===== src/sv/npn_pkg.sv =====
package npn_pkg;

    typedef enum logic [2:0] {
        PH_LEN    = 3'd0,
        PH_NAME   = 3'd1,
        PH_PADLEN = 3'd2,
        PH_PAD    = 3'd3,
        PH_END    = 3'd4,
        PH_ERR    = 3'd5
    } phase_t;

    typedef enum logic [2:0] {
        ST_OK       = 3'd0,
        ST_TOO_LONG = 3'd1,
        ST_BAD_PADL = 3'd2,
        ST_PAD_NZ   = 3'd3,
        ST_TRAILING = 3'd4,
        ST_TRUNC    = 3'd5
    } status_t;

    // One classified byte, as handed from the parser to the output side.
    typedef struct packed {
        logic [7:0] data;
        logic       name_valid;
        logic       done;
        status_t    status;
    } cls_t;

    localparam logic [7:0] MAX_LEN_RESET = 8'd255;
    localparam logic [5:0] PAD_BLOCK     = 6'd32;
    localparam logic [4:0] LEN_OVERHEAD  = 5'd2;

endpackage


===== src/sv/npn_next_protocol_parser.sv =====
// Next Protocol Negotiation message checker.
// Input channel (s_*): one body byte per transaction, s_last_byte marks the
// final byte of the body. Output channel (m_*): exactly one transaction per
// input byte, in order. m_name_valid flags a protocol name byte passed out in
// m_name_byte (zero otherwise); m_message_done copies the last flag and then
// m_status holds 0 ok, 1 name too long, 2 bad pad length, 3 nonzero pad,
// 4 trailing data, 5 truncated (zero on other transactions).
// cfg_we/cfg_wdata write the largest accepted name length (reset 255);
// write it only while no transactions are in flight.
// An accepted byte is written into the queue and from there loaded into the
// output register that drives m_valid. Throughput: one byte per cycle while
// s_ready is high, as the parser state updates on every accepted byte.
// Reset (aresetn low, synchronous) empties the queue and output register and
// returns the parser to expect a name length byte.
// When the receiver stalls, the output register holds and the queue fills;
// s_ready drops once QUEUE_DEPTH results wait in the queue behind the held
// output register (QUEUE_DEPTH + 1 in all) and rises again as soon as the
// receiver takes one. s_ready does not depend on m_ready combinationally.
module npn_next_protocol_parser #(
    parameter int QUEUE_DEPTH = 2
) (
    input  logic       aclk,
    input  logic       aresetn,
    // config
    input  logic       cfg_we,
    input  logic [7:0] cfg_wdata,
    // input bytes
    input  logic       s_valid,
    output logic       s_ready,
    input  logic [7:0] s_data_byte,
    input  logic       s_last_byte,
    // results
    output logic       m_valid,
    input  logic       m_ready,
    output logic [7:0] m_name_byte,
    output logic       m_name_valid,
    output logic       m_message_done,
    output logic [2:0] m_status
);

    npn_pkg::cls_t push_data;
    npn_pkg::cls_t pop_data;
    logic          push;
    logic          q_full;
    logic          pop;
    logic          q_not_empty;

    // Front: parser state machine, classifies each byte as it is accepted.
    npn_front u_front (
        .aclk        (aclk),
        .aresetn     (aresetn),
        .cfg_we      (cfg_we),
        .cfg_wdata   (cfg_wdata),
        .s_valid     (s_valid),
        .s_ready     (s_ready),
        .s_data_byte (s_data_byte),
        .s_last_byte (s_last_byte),
        .q_full      (q_full),
        .q_push      (push),
        .q_data      (push_data)
    );

    // Short queue decoupling the parser from output backpressure.
    npn_queue #(
        .DEPTH (QUEUE_DEPTH)
    ) u_queue (
        .aclk      (aclk),
        .aresetn   (aresetn),
        .push      (push),
        .push_data (push_data),
        .full      (q_full),
        .pop       (pop),
        .not_empty (q_not_empty),
        .pop_data  (pop_data)
    );

    // Back: formats results and owns the output register.
    npn_back u_back (
        .aclk           (aclk),
        .aresetn        (aresetn),
        .q_not_empty    (q_not_empty),
        .q_data         (pop_data),
        .q_pop          (pop),
        .m_valid        (m_valid),
        .m_ready        (m_ready),
        .m_name_byte    (m_name_byte),
        .m_name_valid   (m_name_valid),
        .m_message_done (m_message_done),
        .m_status       (m_status)
    );

endmodule


===== src/sv/npn_front.sv =====
module npn_front (
    input  logic           aclk,
    input  logic           aresetn,
    input  logic           cfg_we,
    input  logic [7:0]     cfg_wdata,
    input  logic           s_valid,
    output logic           s_ready,
    input  logic [7:0]     s_data_byte,
    input  logic           s_last_byte,
    input  logic           q_full,
    output logic           q_push,
    output npn_pkg::cls_t  q_data
);

    npn_pkg::phase_t  phase_reg, phase_next, step_phase;
    npn_pkg::status_t err_reg, err_next, step_err;
    logic [7:0] left_reg, left_next;
    logic [5:0] exp_pad_reg, exp_pad_next;
    logic [7:0] max_len_reg;
    logic [4:0] mod_v;
    logic       accept;

    assign s_ready = !q_full;
    assign accept  = s_valid && s_ready;
    assign q_push  = accept;

    // (len + 2) mod 32, then the pad length that rounds up to the block
    assign mod_v = s_data_byte[4:0] + npn_pkg::LEN_OVERHEAD;

    always_comb begin
        step_phase   = phase_reg;
        step_err     = err_reg;
        left_next    = left_reg;
        exp_pad_next = exp_pad_reg;
        case (phase_reg)
            npn_pkg::PH_LEN: begin
                if (s_data_byte > max_len_reg) begin
                    step_err   = npn_pkg::ST_TOO_LONG;
                    step_phase = npn_pkg::PH_ERR;
                end else begin
                    exp_pad_next = npn_pkg::PAD_BLOCK - {1'b0, mod_v};
                    left_next    = s_data_byte;
                    step_phase   = (s_data_byte != 8'd0) ? npn_pkg::PH_NAME
                                                         : npn_pkg::PH_PADLEN;
                end
            end
            npn_pkg::PH_NAME: begin
                left_next = left_reg - 8'd1;
                if (left_reg == 8'd1) begin
                    step_phase = npn_pkg::PH_PADLEN;
                end
            end
            npn_pkg::PH_PADLEN: begin
                if (s_data_byte != {2'b00, exp_pad_reg}) begin
                    step_err   = npn_pkg::ST_BAD_PADL;
                    step_phase = npn_pkg::PH_ERR;
                end else begin
                    left_next  = s_data_byte;
                    step_phase = (s_data_byte != 8'd0) ? npn_pkg::PH_PAD
                                                       : npn_pkg::PH_END;
                end
            end
            npn_pkg::PH_PAD: begin
                if (s_data_byte != 8'd0) begin
                    step_err   = npn_pkg::ST_PAD_NZ;
                    step_phase = npn_pkg::PH_ERR;
                end else begin
                    left_next = left_reg - 8'd1;
                    if (left_reg == 8'd1) begin
                        step_phase = npn_pkg::PH_END;
                    end
                end
            end
            npn_pkg::PH_END: begin
                step_err   = npn_pkg::ST_TRAILING;
                step_phase = npn_pkg::PH_ERR;
            end
            default: begin
            end
        endcase

        phase_next = step_phase;
        err_next   = step_err;
        // last byte closes the message and rearms for the next one
        if (s_last_byte) begin
            phase_next   = npn_pkg::PH_LEN;
            err_next     = npn_pkg::ST_OK;
            left_next    = 8'd0;
            exp_pad_next = 6'd0;
        end
    end

    always_comb begin
        q_data.data       = s_data_byte;
        q_data.name_valid = (phase_reg == npn_pkg::PH_NAME);
        q_data.done       = s_last_byte;
        q_data.status     = npn_pkg::ST_OK;
        if (s_last_byte) begin
            case (step_phase)
                npn_pkg::PH_ERR: q_data.status = step_err;
                npn_pkg::PH_END: q_data.status = npn_pkg::ST_OK;
                default:         q_data.status = npn_pkg::ST_TRUNC;
            endcase
        end
    end

    always_ff @(posedge aclk) begin
        if (!aresetn) begin
            phase_reg   <= npn_pkg::PH_LEN;
            err_reg     <= npn_pkg::ST_OK;
            left_reg    <= 8'd0;
            exp_pad_reg <= 6'd0;
            max_len_reg <= npn_pkg::MAX_LEN_RESET;
        end else begin
            if (cfg_we) begin
                max_len_reg <= cfg_wdata;
            end
            if (accept) begin
                phase_reg   <= phase_next;
                err_reg     <= err_next;
                left_reg    <= left_next;
                exp_pad_reg <= exp_pad_next;
            end
        end
    end

endmodule


===== src/sv/npn_queue.sv =====
module npn_queue #(
    parameter int DEPTH = 2
) (
    input  logic           aclk,
    input  logic           aresetn,
    input  logic           push,
    input  npn_pkg::cls_t  push_data,
    output logic           full,
    input  logic           pop,
    output logic           not_empty,
    output npn_pkg::cls_t  pop_data
);

    localparam int PW = $clog2(DEPTH);
    localparam int CW = $clog2(DEPTH + 1);

    npn_pkg::cls_t  entry_reg [DEPTH];
    logic [PW-1:0]  wr_ptr_reg, wr_ptr_next;
    logic [PW-1:0]  rd_ptr_reg, rd_ptr_next;
    logic [CW-1:0]  count_reg, count_next;
    logic           do_push, do_pop;

    assign full      = (count_reg == CW'(DEPTH));
    assign not_empty = (count_reg != '0);
    assign do_push   = push && !full;
    assign do_pop    = pop && not_empty;
    assign pop_data  = entry_reg[rd_ptr_reg];

    always_comb begin
        wr_ptr_next = wr_ptr_reg;
        rd_ptr_next = rd_ptr_reg;
        count_next  = count_reg;
        if (do_push) begin
            wr_ptr_next = (wr_ptr_reg == PW'(DEPTH - 1)) ? '0 : wr_ptr_reg + 1'b1;
        end
        if (do_pop) begin
            rd_ptr_next = (rd_ptr_reg == PW'(DEPTH - 1)) ? '0 : rd_ptr_reg + 1'b1;
        end
        if (do_push && !do_pop) begin
            count_next = count_reg + 1'b1;
        end else if (do_pop && !do_push) begin
            count_next = count_reg - 1'b1;
        end
    end

    always_ff @(posedge aclk) begin
        if (do_push) begin
            entry_reg[wr_ptr_reg] <= push_data;
        end
    end

    always_ff @(posedge aclk) begin
        if (!aresetn) begin
            wr_ptr_reg <= '0;
            rd_ptr_reg <= '0;
            count_reg  <= '0;
        end else begin
            wr_ptr_reg <= wr_ptr_next;
            rd_ptr_reg <= rd_ptr_next;
            count_reg  <= count_next;
        end
    end

endmodule


===== src/sv/npn_back.sv =====
module npn_back (
    input  logic           aclk,
    input  logic           aresetn,
    input  logic           q_not_empty,
    input  npn_pkg::cls_t  q_data,
    output logic           q_pop,
    output logic           m_valid,
    input  logic           m_ready,
    output logic [7:0]     m_name_byte,
    output logic           m_name_valid,
    output logic           m_message_done,
    output logic [2:0]     m_status
);

    logic       valid_reg;
    logic [7:0] name_byte_reg, name_byte_next;
    logic       name_valid_reg;
    logic       done_reg;
    logic [2:0] status_reg, status_next;

    // refill the output register when empty or being drained
    assign q_pop = q_not_empty && (!valid_reg || m_ready);

    // non-name bytes go out as zero; status only shown on the closing byte
    assign name_byte_next = q_data.name_valid ? q_data.data : 8'd0;
    assign status_next    = q_data.done ? q_data.status : npn_pkg::ST_OK;

    always_ff @(posedge aclk) begin
        if (!aresetn) begin
            valid_reg <= 1'b0;
        end else if (q_pop) begin
            valid_reg <= 1'b1;
        end else if (m_ready) begin
            valid_reg <= 1'b0;
        end
    end

    always_ff @(posedge aclk) begin
        if (q_pop) begin
            name_byte_reg  <= name_byte_next;
            name_valid_reg <= q_data.name_valid;
            done_reg       <= q_data.done;
            status_reg     <= status_next;
        end
    end

    assign m_valid        = valid_reg;
    assign m_name_byte    = name_byte_reg;
    assign m_name_valid   = name_valid_reg;
    assign m_message_done = done_reg;
    assign m_status       = status_reg;

endmodule


===== config.mk =====
export PLATFORM = sky130hd
export DESIGN_NAME = npn_next_protocol_parser
export DESIGN_NICKNAME = d
export VERILOG_FILES = /design/src/sv/npn_pkg.sv /design/src/sv/npn_next_protocol_parser.sv /design/src/sv/npn_front.sv /design/src/sv/npn_queue.sv /design/src/sv/npn_back.sv
export SDC_FILE = /design/constraint.sdc
export NUM_CORES = 1
export LEC_CHECK = 0
export CORE_ASPECT_RATIO = 1.25
export CORE_MARGIN = 2
export CORE_UTILIZATION = 44
export CTS_BUF_LIST = sky130_fd_sc_hd__clkbuf_16
export CTS_CLUSTER_DIAMETER = 40
export DETAILED_ROUTE_END_ITERATION = 6
export DONT_BUFFER_PORTS = 1
export SETUP_SLACK_MARGIN = 0.05
export SLEW_MARGIN = 20
export SYNTH_ARGS = -nofsm -noshare
export SYNTH_HDL_FRONTEND = slang
export SYNTH_SLANG_ARGS = --single-unit

===== constraint.sdc =====
create_clock -name aclk -period 3.3 [get_ports aclk]
set_clock_uncertainty 0.05 [all_clocks]
set_input_delay 0.66 -clock aclk [delete_from_list [all_inputs] [get_ports aclk]]
set_output_delay 0.66 -clock aclk [all_outputs]
set_load 0.05 [all_outputs]

==> reports/results.ini, run 1 <==
[critical_path]
r2r_slack_ns = 0.71
worstPathArrival_ns = 2.73
crit_path_end_kind = flop
crit_required_ns = 3.30
startpoint_type = input pin
cp_max_fo = 7
rr_worst_depth = 8
critPathKind = input pin to flop
r2r-start = u_front.left_reg[1]$_SDFFE_PN0P_
r2r-end = u_queue.entry_reg[1][0]$_DFFE_PP_

[yosys]
synth_cell_types = 63
synth-edff-count = 39
synth_seq_area_share_pct = 50.37
syn_nets = 393
yosys_warnings = 0
synthAdderAreaFrac_pct = 5.106
synth-seq-cells = 73
postSynthAreaPerCell_um2 = 10.33
synth_ff_type = edfxtp_1
synthMuxAreaShare_pct = 4.357
synthXorXnorAreaFrac_pct = 5.003
synth_top_family_by_area = simple AND/OR/NAND/NOR gates
synthArstFlopShare_pct = 0
synthCells = 356
synth-compound-area-share_pct = 13.10
synth-simple-area-share_pct = 17.63
netlist_area_um2 = 3676

[layout]
largest_reg_flops = 26
fill_cells = 776
area_growth_pct = 8.850
multi_input_area_um2 = 1662
ff_latch_area_um2 = 1852
layout-drive-gt1-share_pct = 9.116
fin_nets = 394
diodes = 0

[routing]
drtIter0Drc = 110
ant_nets = 0
drc = 3
vias_per_cell = 5.658
wl_per_cell_um = 15.73
routed_wl_mm = 7.220
vias = 2597
dr.pass1.iters = 6

[timing]
setup_viol = 0
slew_headroom_pct = 53.59
rsz0062_at_grt = no
tns_ns = 0
fmax_ghz = 0.3661
finalCriticalPeriod_ns = 2.731
hold_viol_final = 0
finalCritPeriodShare_pct = 82.77
finalMaxSlewViolations = 0
tightest_slew_ns = 0.6768

[clock_network]
ctsHoldBuffers = 0
clockRootBuffer = clkbuf_16
clk_path_buf_depth = 2
insertion_delay_ns = 0.33
cts_tree = yes
path_clk_slew_ns = 0.06
post_cts_buffers = 0
clock_sinks = 73
htreeDepth = 3
cts_buffers = 9
cts_resized = 0

[status]
violations = design-rule violations
status = complete, but fails checks

[min_path]
hold_start = aresetn
hp-class = input pin to flop
holdPathEnd = u_front.max_len_reg[0]$_SDFFE_PN1P_
hold_depth = 1

[power_and_ir_drop]
power.total_mw = 2.983
vdd_drop_max_v = 0.0003064
powerDensity_nw_per_um2 = 745.4
p_leak_nw = 1.517

[floorplanning]
die_w_um = 85.76
core_area_um2 = 8194
fp-row-count = 37
start_util_pct = 44.86
die-area_um2 = 9106
io_pins = 37
die_h_um = 106.2

[global_routing]
grt_max_degree = 28
grt.total_usage_pct = 16.68
grt_pass1_vias = 2493
grt_pass1_wl_mm = 11.85
antenna_found_initial = 0
grt.overflow.total = 0

[placed_design]
dpl.hpwl_mm = 5.246
gp_congestion = 0.9229
io_buffers = 0

[job]
max_cap_viol_count = 0

[Yosys cell counts, types with 2 or more instances]
cell type / count / area (µm²)
nor4_1: 2 / 12.51
o2bb2ai_1: 3 / 26.28
clkbuf_1: 9 / 33.78
nor2_1: 36 / 135.1
inv_1: 18 / 67.56
o211ai_1: 9 / 67.56
edfxtp_1: 39 / 1171
a22oi_1: 2 / 15.01
o22ai_1: 6 / 37.54
a21oi_1: 11 / 55.05
nor2b_1: 3 / 18.77
dfxtp_1: 34 / 680.7
or3b_2: 2 / 17.52
a32o_1: 4 / 40.04
buf_6: 2 / 22.52
nand3_1: 8 / 40.04
o21ai_0: 13 / 65.06
o21a_1: 4 / 30.03
or3_1: 4 / 25.02
mux2i_1: 16 / 160.2
o31a_1: 2 / 17.52
nand4b_1: 2 / 17.52
nand2b_1: 4 / 25.02
o31ai_1: 2 / 15.01
xnor2_1: 13 / 113.9
nand2_1: 39 / 146.4
ha_1: 15 / 187.7
and2_1: 3 / 18.77
nor3_1: 8 / 40.04
or2_1: 2 / 12.51
xor2_1: 8 / 70.07
or4_4: 2 / 22.52
[stage by stage]
step	cells	area, µm²	setup WS, ns	util (%)	hold slack, ns
final	459	4001	0.5685	48.83	0.3521
after global routing	459	4001	0.3890	48.83	0.3523
after CTS	459	4001	0.5950	48.83	0.3356
after detailed placement	443	3744	0.2472	45.69	0.4238
after global placement	443	3744	0.3336	45.69	0.4224
after floorplan	356	3676	0.4483	-	0.3884
[placed cells by master (no fill, tap or decap), types with 3 or more instances in the layout]
cell and count:
a21oi_1 11, a32o_1 4, and2_1 3, buf_4 5, clkbuf_16 9, dfxtp_1 34
edfxtp_1 39, ha_1 15, inv_1 21, mux2i_1 16, nand2_1 39, nand2b_1 4
nand3_1 8, nor2_1 36, nor2b_1 3, nor3_1 8, o211ai_1 9, o21a_1 4
o21ai_0 13, o22ai_1 6, o2bb2ai_1 3, or3_1 4, xnor2_1 13, xor2_1 8
[critical path, stage by stage]
cell       delay, ns
inv_1           0.13
ha_1            0.16
or3b_2          0.46
or2_1           0.34
o31a_1          0.35
o31ai_1         0.45
o2bb2ai_1       0.17
[report_power, final]
group	leakage (nW)	total [mW]	internal, mW	switching, mW
Clock	0.136	0.828	0.494	0.334
Sequential	0.650	1.58	1.20	0.381
Combinational	0.731	0.577	0.238	0.339
[worst max path at each step]
stage / to / from
floorplan: u_queue.entry_reg[0][0]$_DFFE_PP_ / s_data_byte[0]
global placement: u_queue.entry_reg[0][2]$_DFFE_PP_ / s_data_byte[0]
detailed placement: u_queue.entry_reg[0][0]$_DFFE_PP_ / s_data_byte[0]
CTS: u_queue.entry_reg[1][0]$_DFFE_PP_ / s_data_byte[0]
global route: u_queue.entry_reg[1][0]$_DFFE_PP_ / s_data_byte[0]
finish: u_queue.entry_reg[1][0]$_DFFE_PP_ / s_data_byte[0]
[layer usage]
layer	up-vias	routed length (µm)	global-route usage (%)
met4	0	183	7.937
li1	1288	-	-
met3	15	316	4.193
met1	1233	3091	18.93
met2	61	3628	28.96
met5	-	0	0
[area by class of cell]
| cell class | instances | area share [%] |
|---|---|---|
| clock buffers | 9 | 5.629 |
| repair buffers | 5 | 0.9381 |
| well taps | 97 | 3.033 |
| clock inverters | 7 | 0.8130 |
| multi-input cells | 249 | 41.53 |
| flip-flops and latches | 73 | 46.28 |
| inverters | 19 | 1.782 |
[kinds of logic after synthesis]
logic type | count (synthesis)
simple gates | 129
flops | 73
compound gates | 68
buf+inv | 34
xor+xnor | 21
mux | 16
fa+ha+maj | 15
No activity file was read; power rests on OpenSTA's default activity.
==> run 2: changes to the inputs <==
clock period = 2.5 ns   (was 3.3 ns; I/O delays follow)
==> run 2 against run 1 <==
  * The run now ends clean
  * Utilization is 4.0 points higher
  * Clock-buffer cell count did not move
  * Combinational power increased by 52%
  * Die area stayed put
  * Critical path depth is 1 higher
  * Sequential power increased by 30%
  * Setup slack worse by 0.51 ns
  * Critical path type is now flop to flop
  * Largest power group unchanged
==> reports/results.ini, run 2 (synthesis results as in run 1) <==
[status]
status = finished clean

[clock_network]
clock_sinks = 73
cts_tree = yes
path_clk_slew_ns = 0.06
htreeDepth = 3
clockRootBuffer = clkbuf_16
cts_buffers = 9
clk_path_buf_depth = 2
ctsHoldBuffers = 0
insertion_delay_ns = 0.33

[critical_path]
cp_max_fo = 3
crit_path_end_kind = flop
critPathKind = flop to flop
crit_required_ns = 2.52
startpoint_type = flop
worstPathArrival_ns = 2.46

[routing]
ant_nets = 0
top_layer = met4
vias_per_cell = 5.563
dr_wl_met3_um = 281
dr.pass1.iters = 4
drc = 0
dr_wl_met2_mm = 3.981
vias = 2709
drtIter0Drc = 116
met1_length_mm = 3.255
routed_wl_mm = 7.764
wl_per_cell_um = 15.94

[timing]
hold_viol_final = 0
finalCritPeriodShare_pct = 97.54
slew_headroom_pct = 54.00
finalMaxSlewViolations = 0
finalCriticalPeriod_ns = 2.438
tightest_slew_ns = 0.6708
fmax_ghz = 0.4101
rsz0062_at_grt = yes
hold_ws_ns = 0.1887
setup_viol = 0
tns_ns = 0
setup_ws_ns = 0.06158

[global_routing]
grt_pass1_vias = 2745
grt_pass1_wl_mm = 12.99
antenna_found_initial = 0
grt.total_usage_pct = 18.38
grt.overflow.total = 0
grt_max_degree = 28

[floorplanning]
io_pins = 37
die_h_um = 106.2
start_util_pct = 44.86
core_area_um2 = 8194
die-area_um2 = 9106
die_w_um = 85.76
fp-row-count = 37

[layout]
area_growth_pct = 17.67
diodes = 0
ff_latch_area_um2 = 1857
largest_reg_flops = 26
fin_nets = 422
final_area_um2 = 4325
fin_util_pct = 52.79
final_cell_mix = nand2_1, edfxtp_1, nor2_1, buf_4, dfxtp_1
layout-drive-gt1-share_pct = 19.23
fill_cells = 726
multi_input_area_um2 = 1740
stdcell_count = 487

[job]
max_cap_viol_count = 0

[placed_design]
dpl.hpwl_mm = 5.510
pre_cts_ws_ns = -0.05480
gp_congestion = 0.9205
dp_cells = 460
place_area_um2 = 3890
io_buffers = 0

[power_and_ir_drop]
p_leak_nw = 1.668
power.total_mw = 4.165
vdd_drop_max_v = 0.0003580
powerDensity_nw_per_um2 = 962.9

[min_path]
hp-class = input pin to flop

[run 2: where the power goes]
group,internal [mW],switching [mW]
sequential,1.58,0.477
clock,0.760,0.469
combinational,0.377,0.500
total,2.72,1.45
[run 2: repair_timing]
item | CTS | global route
pin swaps | 4 | 2
gates resized for setup | 10 | 6
setup endpoints to repair | 6 | 16
buffers inserted | 9 | 2
gates cloned | 0 | 0
[run 2: critical path, cell delays in order, from the launching register on]
cell and delay [ns]:
dfxtp_2 0.33, inv_2 0.07, ha_4 0.11, or3b_4 0.37, or2_1 0.23, a41o_1 0.24, a31o_1 0.20, or3b_4 0.41
o2bb2ai_4 0.15
[run 2: path summary, 6_finish.rpt]
check | from | end | slack [ns] | cells past startpoint
hold / removal | aresetn | u_front.max_len_reg[0]$_SDFFE_PN1P_ | 0.19 | 1
hold reg to reg | u_front.exp_pad_reg[1]$_SDFFE_PN0P_ | u_front.exp_pad_reg[1]$_SDFFE_PN0P_ | 0.43 | 2
setup / recovery | u_front.left_reg[1]$_SDFFE_PN0P_ | u_queue.entry_reg[0][2]$_DFFE_PP_ | 0.06 | 8
setup reg to reg | u_front.left_reg[1]$_SDFFE_PN0P_ | u_queue.entry_reg[0][2]$_DFFE_PP_ | 0.06 | 8
[run 2: routing by layer]
layer / vias up / GRT usage (%)
li1: 1342 / -
met1: 1281 / 20.50
met2: 65 / 31.53
met3: 21 / 3.804
met4: 0 / 11.56
met5: - / 0
[run 2: area by class of cell]
type | count | share of cell area (%)
Timing Repair Buffer | 33 | 5.728
Tap cell | 97 | 2.806
Clock inverter | 7 | 1.446
Multi-Input combinational cell | 249 | 40.24
Sequential cell | 73 | 42.93
Inverter | 19 | 1.649
Clock buffer | 9 | 5.207
